--- src/rtl/istk_pkg.sv ---
`timescale 1ns / 1ps

package istk_pkg;

    localparam logic [2:0] CMD_PUSH    = 3'd0;
    localparam logic [2:0] CMD_POP     = 3'd1;
    localparam logic [2:0] CMD_PEEK    = 3'd2;
    localparam logic [2:0] CMD_POPRET  = 3'd3;
    localparam logic [2:0] CMD_CLEAR   = 3'd4;
    localparam logic [2:0] CMD_SUM     = 3'd5;
    localparam logic [2:0] CMD_PRODUCT = 3'd6;

    localparam logic [1:0] ST_OK    = 2'd0;
    localparam logic [1:0] ST_EMPTY = 2'd1;
    localparam logic [1:0] ST_FULL  = 2'd2;

    localparam int DATA_W  = 32;
    localparam int COUNT_W = 7;

    typedef struct packed {
        logic [2:0]               command;
        logic signed [DATA_W-1:0] push_value;
    } t_in_item;

    typedef struct packed {
        logic signed [DATA_W-1:0] result_value;
        logic [1:0]               status;
        logic [COUNT_W-1:0]       entry_count;
    } t_out_item;

    // Control of the shared accumulate unit
    typedef struct packed {
        logic load;   // start from the identity of the operation
        logic step;   // fold one operand into the accumulator
        logic mul;    // product when set, sum otherwise
    } t_alu_ctrl;

endpackage

--- src/rtl/istk_alu.sv ---
`timescale 1ns / 1ps

module istk_alu (
    input  logic                                i_clk,
    input  istk_pkg::t_alu_ctrl                 i_ctrl,
    input  logic [istk_pkg::DATA_W-1:0]         i_operand,
    output logic [istk_pkg::DATA_W-1:0]         o_acc
);

    logic [istk_pkg::DATA_W-1:0] r_acc;
    logic [istk_pkg::DATA_W-1:0] n_acc;
    logic [istk_pkg::DATA_W-1:0] w_prod;
    logic [istk_pkg::DATA_W-1:0] w_sum;

    // Low half of the product and the sum wrap the same way signed or unsigned
    assign w_prod = r_acc * i_operand;
    assign w_sum  = r_acc + i_operand;

    always_comb begin
        n_acc = r_acc;
        if (i_ctrl.load) begin
            n_acc = i_ctrl.mul ? istk_pkg::DATA_W'(1) : '0;
        end else if (i_ctrl.step) begin
            n_acc = i_ctrl.mul ? w_prod : w_sum;
        end
    end

    always_ff @(posedge i_clk) begin
        r_acc <= n_acc;
    end

    assign o_acc = r_acc;

endmodule

--- src/rtl/integer_stack_with_reductions_top.sv ---
`timescale 1ns / 1ps

// LIFO stack of signed 32-bit integers with sum and product collapse.
// Input channel: i_in_valid / o_in_stall carry one command transaction
// (command, push_value). Output channel: o_out_valid / i_out_stall return
// exactly one result transaction (result_value, status, entry_count) per
// command, in order.
// o_out_valid rises once the result loads from S_DONE into the output
// register: push, pop, clear and the unused code go from S_IDLE straight
// to S_DONE; peek and pop-and-return on a non-empty stack first pass S_READ
// (one registered read of the stack memory); sum and product pass S_WB,
// after S_RED on a non-empty stack, where the single accumulate unit folds
// one entry per cycle. One command is in flight at a time; the next is
// taken the cycle after its result enters the output register.
// A stalled result holds in the output register; the finished command
// then waits and no new command is taken until the register frees.
// Reset empties the stack and drops any pending result; the stack memory
// itself is not cleared and needs no clearing pass.
module integer_stack_with_reductions_top #(
    parameter int STACK_DEPTH = 64
) (
    input  logic                  i_clk,
    input  logic                  i_rst_n,
    input  logic                  i_in_valid,
    output logic                  o_in_stall,
    input  istk_pkg::t_in_item    i_in_data,
    output logic                  o_out_valid,
    input  logic                  i_out_stall,
    output istk_pkg::t_out_item   o_out_data
);

    localparam int AW = (STACK_DEPTH > 1) ? $clog2(STACK_DEPTH) : 1;
    localparam int CW = $clog2(STACK_DEPTH + 1);

    typedef enum logic [4:0] {
        S_IDLE = 5'b00001,
        S_READ = 5'b00010,
        S_RED  = 5'b00100,
        S_WB   = 5'b01000,
        S_DONE = 5'b10000
    } t_state;

    t_state                           r_state, n_state;
    logic [2:0]                       r_cmd, n_cmd;
    logic [CW-1:0]                    r_count, n_count;
    logic [AW-1:0]                    r_idx, n_idx;
    logic [istk_pkg::DATA_W-1:0]      r_res, n_res;
    logic [1:0]                       r_status, n_status;
    logic                             r_out_valid, n_out_valid;
    istk_pkg::t_out_item              r_out, n_out;

    logic [istk_pkg::DATA_W-1:0]      r_mem [STACK_DEPTH];
    logic [istk_pkg::DATA_W-1:0]      r_rd_data;
    logic [AW-1:0]                    w_rd_addr;
    logic                             w_we;
    logic [AW-1:0]                    w_waddr;
    logic [istk_pkg::DATA_W-1:0]      w_wdata;

    istk_pkg::t_alu_ctrl              w_alu_ctrl;
    logic [istk_pkg::DATA_W-1:0]      w_acc;

    logic                             w_empty;
    logic                             w_full;
    logic [CW+6:0]                    w_cnt_ext;

    assign w_empty   = (r_count == '0);
    assign w_full    = (r_count >= CW'(STACK_DEPTH));
    assign w_cnt_ext = (CW + 7)'(r_count);

    istk_alu u_alu (
        .i_clk     (i_clk),
        .i_ctrl    (w_alu_ctrl),
        .i_operand (r_rd_data),
        .o_acc     (w_acc)
    );

    always_comb begin
        n_state     = r_state;
        n_cmd       = r_cmd;
        n_count     = r_count;
        n_idx       = r_idx;
        n_res       = r_res;
        n_status    = r_status;
        n_out_valid = r_out_valid;
        n_out       = r_out;
        w_rd_addr   = '0;
        w_we        = 1'b0;
        w_waddr     = '0;
        w_wdata     = w_acc;
        w_alu_ctrl  = '0;

        // drop a taken result; a new one may load below in the same cycle
        if (r_out_valid && !i_out_stall) begin
            n_out_valid = 1'b0;
        end

        unique case (r_state)
            S_IDLE: begin
                if (i_in_valid) begin
                    n_cmd    = i_in_data.command;
                    n_res    = '0;
                    n_status = istk_pkg::ST_OK;
                    n_state  = S_DONE;
                    unique case (i_in_data.command)
                        istk_pkg::CMD_PUSH: begin
                            if (w_full) begin
                                n_status = istk_pkg::ST_FULL;
                            end else begin
                                w_we    = 1'b1;
                                w_waddr = AW'(r_count);
                                w_wdata = i_in_data.push_value;
                                n_count = r_count + CW'(1);
                            end
                        end
                        istk_pkg::CMD_POP: begin
                            if (w_empty) begin
                                n_status = istk_pkg::ST_EMPTY;
                            end else begin
                                n_count = r_count - CW'(1);
                            end
                        end
                        istk_pkg::CMD_PEEK, istk_pkg::CMD_POPRET: begin
                            if (w_empty) begin
                                n_status = istk_pkg::ST_EMPTY;
                            end else begin
                                w_rd_addr = AW'(r_count - CW'(1));
                                n_state   = S_READ;
                            end
                        end
                        istk_pkg::CMD_CLEAR: begin
                            n_count = '0;
                        end
                        istk_pkg::CMD_SUM, istk_pkg::CMD_PRODUCT: begin
                            w_alu_ctrl.load = 1'b1;
                            w_alu_ctrl.mul  = (i_in_data.command == istk_pkg::CMD_PRODUCT);
                            n_idx           = '0;
                            w_rd_addr       = '0;
                            n_state         = w_empty ? S_WB : S_RED;
                        end
                        default: begin
                        end
                    endcase
                end
            end
            S_READ: begin
                n_res = r_rd_data;
                if (r_cmd == istk_pkg::CMD_POPRET) begin
                    n_count = r_count - CW'(1);
                end
                n_state = S_DONE;
            end
            S_RED: begin
                w_alu_ctrl.step = 1'b1;
                w_alu_ctrl.mul  = (r_cmd == istk_pkg::CMD_PRODUCT);
                if (CW'(r_idx) + CW'(1) == r_count) begin
                    n_state = S_WB;
                end else begin
                    // fetch the next entry while this one folds in
                    n_idx     = r_idx + AW'(1);
                    w_rd_addr = r_idx + AW'(1);
                end
            end
            S_WB: begin
                w_we    = 1'b1;
                w_waddr = '0;
                w_wdata = w_acc;
                n_count = CW'(1);
                n_state = S_DONE;
            end
            S_DONE: begin
                if (!r_out_valid || !i_out_stall) begin
                    n_out_valid        = 1'b1;
                    n_out.result_value = r_res;
                    n_out.status       = r_status;
                    n_out.entry_count  = w_cnt_ext[6:0];
                    n_state            = S_IDLE;
                end
            end
            default: begin
                n_state = S_IDLE;
            end
        endcase
    end

    always_ff @(posedge i_clk) begin
        if (!i_rst_n) begin
            r_state     <= S_IDLE;
            r_count     <= '0;
            r_out_valid <= 1'b0;
        end else begin
            r_state     <= n_state;
            r_count     <= n_count;
            r_out_valid <= n_out_valid;
        end
    end

    always_ff @(posedge i_clk) begin
        r_cmd    <= n_cmd;
        r_idx    <= n_idx;
        r_res    <= n_res;
        r_status <= n_status;
        r_out    <= n_out;
    end

    always_ff @(posedge i_clk) begin
        if (w_we) begin
            r_mem[w_waddr] <= w_wdata;
        end
        r_rd_data <= r_mem[w_rd_addr];
    end

    assign o_in_stall  = (r_state != S_IDLE);
    assign o_out_valid = r_out_valid;
    assign o_out_data  = r_out;

endmodule

--- config.mk ---
export PLATFORM = sky130hd
export DESIGN_NAME = integer_stack_with_reductions_top
export DESIGN_NICKNAME = d
export VERILOG_FILES = /design/src/rtl/istk_pkg.sv /design/src/rtl/istk_alu.sv /design/src/rtl/integer_stack_with_reductions_top.sv
export SDC_FILE = /design/constraint.sdc
export NUM_CORES = 2
export LEC_CHECK = 0
export BUFFER_PORTS_ARGS = -buffer_cell sky130_fd_sc_hd__buf_2
export CAP_MARGIN = 20
export CORE_MARGIN = 5
export CORE_UTILIZATION = 44
export CTS_CLUSTER_SIZE = 24
export DETAILED_ROUTE_END_ITERATION = 10
export PLACE_DENSITY_LB_ADDON = 0.05
export SLEW_MARGIN = 10
export SYNTH_ARGS = -nofsm -noshare
export SYNTH_HDL_FRONTEND = slang
export SYNTH_SLANG_ARGS = --single-unit
--- constraint.sdc ---
create_clock -name i_clk -period 13.4 [get_ports i_clk]
set_input_delay 2.68 -clock i_clk [delete_from_list [all_inputs] [get_ports i_clk]]
set_output_delay 2.68 -clock i_clk [all_outputs]
set_load 0.1 [all_outputs]
==> key figures <==
Status
  • Status: finished, final reports clean

Clock tree
  • CTS Buf Count: 227
  • PostCTS Resize Cnt: 0
  • Hold-fix buffers at CTS: 0
  • H-tree levels: 4
  • Postcts setup bufs: 0
  • Clock root cell: clkbuf_16
  • Clk sinks: 2209
  • TritonCTS clock tree: done
  • Longest Clk Path Bufs: 3
  • Reg clk slew, reported paths: 0.06 ns
  • Worst skew pair latency: 0.88 ns

Cells and area
  • Layout Area Growth over Synthesis: 12.1%
  • Utilization after layout: 49.6%
  • Commonest cells after routing, fill and taps aside: 2164 x edfxtp_1, 1489 x nand2_1, 479 x nand3_1
  • Fill cell count: 20.6k
  • Layout cells sized above 1: 11.3%
  • Leading cell type in the layout, fill and taps excluded: edfxtp_1
  • Final net count: 8576

Global route
  • Total grt overflow: 0
  • Largest net degree at the start of global routing: 126
  • Initial antenna violation count: 20
  • Total Routing Usage GR: 29.8%
  • Number of global-route vias before repair: 66.8k
  • Global-route wire length before repair: 520 mm

Die
  • CORE AREA: 235000 um^2
  • Chip height: 496 um
  • Die ar.: 246000 um^2
  • Initial Util: 44.2%
  • Row cnt: 178
  • Boundary Pins: 82
  • Die outline width: 496 um

Critical path
  • CP dominant cell by count: fa_1
  • Crit start category: flop
  • Register-to-register setup slack: 5.03 ns
  • CP max stage cell: edfxtp_1
  • CP Capture Type: flop
  • Worst path arrival time: 8.92 ns
  • CP Max Fanout: 17
  • Critical path data required time: 13.96 ns
  • Worst path max stage delay: 0.98 ns
  • Crit path kind: reg -> reg
  • Critical path, cell by cell: buf_4 > ha_1 > inv_1 > fa_1 > inv_1 > fa_1 > fa_1 > inv_1 > fa_1 > inv_1 > ha_1 > ha_1 > fa_1 > fa_1 > ha_1 > a211o_1 > a2111oi_0 > nor3_1 > buf_4 > a2111oi_0 > o311ai_0 > xnor2_1 > o22ai_1

Min path
  • Min-Delay Path Class: reg -> reg

Flow run
  • Max cap viols: 0

STA
  • Max-slew violations: 0
  • Worst clock skew: 0.0719 ns
  • Worst relative slew slack: 22.4%
  • RSZ-0062 raised after global routing: false
  • Final worst path period share: 62.4%
  • Final setup viols: 0
  • Worst hold slack: 0.414 ns
  • Final hold violation count: 0
  • Setup TNS: 0 ns
  • Slew at the pin closest to its max-slew limit: 1.16 ns
  • Minimum clock period: 8.37 ns
  • Achievable Freq: 120 MHz

Yosys
  • FFs w/ async S/R, synth: 0%
  • Mapped Area: 104000 um^2
  • Yosys cell types: 84
  • Post-Syn Instances: 7870
  • Post-synth EDFFs: 2164
  • Yosys warnings: 0
  • Area contributors post-synth: edfxtp_1 63%, fa_1 7.9%, nand2_1 5.5%
  • Net Count, Synth: 8475
  • Post-synth top area cell: edfxtp_1
  • Post-synth top area share: 62.5%
  • Seq/Total Area, Yosys: 63.4%
  • Synthesis-stage register bit count: 2209
  • Avg Inst Size Synth: 13.2 um^2
  • Most used DFF post-synth: edfxtp_1

Drt
  • Final ANT Viol Nets: 0
  • Drc violations: 0
  • DR WL/cell: 32.8 um
  • Pre-antenna DRT Iters: 8
  • WL final: 371 mm
  • Vias per cell: 6.08
  • Vias: 68.9k
  • Initial DRC Count: 8929

Placement
  • Final Wtd Congestion: 0.874
  • Port Buffer Count: 81
  • Post-DP HPWL: 215 mm
==> per-layer routing <==
layer / vias to the layer above / track usage [%] / share of wire (%)
li1: 28739 / - / -
met1: 36213 / 43.0 / 42
met2: 3370 / 47.8 / 47
met3: 542 / 4.52 / 8.4
met4: 4 / 7.84 / 2.9
met5: - / 0 / 0.0086
==> final timing paths <==
path | to | start | depth (start not counted)
worst min-delay path | o_out_data[17] | r_res[8] | 0
worst max register to register | u_alu.o_acc[28] | u_alu.o_acc[6] | 23
worst max-delay path | u_alu.o_acc[28] | u_alu.o_acc[6] | 23
worst min register to register | o_out_data[17] | r_res[8] | 0
==> cells in the mapped netlist (35+ instances only) <==
master,instances
a21oi_1,182
and2_1,339
buf_2,142
nor3_1,37
xnor2_1,87
mux2i_1,87
clkbuf_1,288
nand3_1,479
a211oi_1,193
a31oi_1,182
inv_1,404
nand4_1,62
nand2_1,1523
fa_1,409
edfxtp_1,2164
o21ai_0,91
mux4_2,95
and3_1,197
dfxtp_1,45
xor2_1,35
nor2_1,176
a32oi_1,39
buf_1,35
ha_1,157
==> final cells by class <==
cell class,instances,area [um^2],area share [%]
multi-input combinational,4776,35400,30.3
inverter,405,1520,1.30
antenna,9,22.5,0.0193
tap,3150,3940,3.38
clock buffer,318,6260,5.37
sequential,2209,65900,56.5
timing repair buffer,352,2610,2.24
clock inverter,100,960,0.823
==> worst max-delay path: cells and delay by family (launching register included) <==
kind | cells | cell delay [ns]
buffers and inverters | 6 | 0.81
adder cells (fa/ha/maj) | 10 | 4.03
AND/OR/NAND/NOR | 1 | 0.11
XOR/XNOR | 1 | 0.20
AO/OA/AOI/OAI | 5 | 1.93
flip-flops | 1 | 0.98
==> metrics by stage <==
step | area [um^2] | setup slack (ns) | std cells
final | 117000 | 5.03 | 11319
after global routing | 117000 | 4.80 | 11311
after CTS | 117000 | 5.03 | 11308
after detailed placement | 109000 | 5.04 | 10890
after global placement | 109000 | 5.03 | 10886
after floorplan | 104000 | 6.49 | 7870
==> kinds of logic (layout without fill, tap and decap cells) <==
| kind of cell | after synthesis | count (layout) | synth area share [%] |
|---|---|---|---|
| compound gates | 991 | 991 | 6.56 |
| buf+inv | 885 | 1175 | 3.42 |
| mux | 182 | 182 | 2.90 |
| other cells | 0 | 9 | 0 |
| simple gates | 2913 | 2913 | 12.9 |
| fa+ha+maj | 566 | 566 | 9.77 |
| flops | 2209 | 2209 | 63.4 |
| xor+xnor | 124 | 124 | 1.07 |
==> registers in the layout (all words and copies together) (netlist names) <==
register / cells
r_cmd: 3
o_out_valid: 1
r_mem: 2048
r_state: 5
r_rd_data: 32
r_res: 32
r_idx: 6
o_out_data: 41
r_count: 7
r_status: 2
u_alu.o_acc: 32
Power is not shown: default switching activity piles up to over one toggle a cycle in this logic, so the estimate is an artifact.
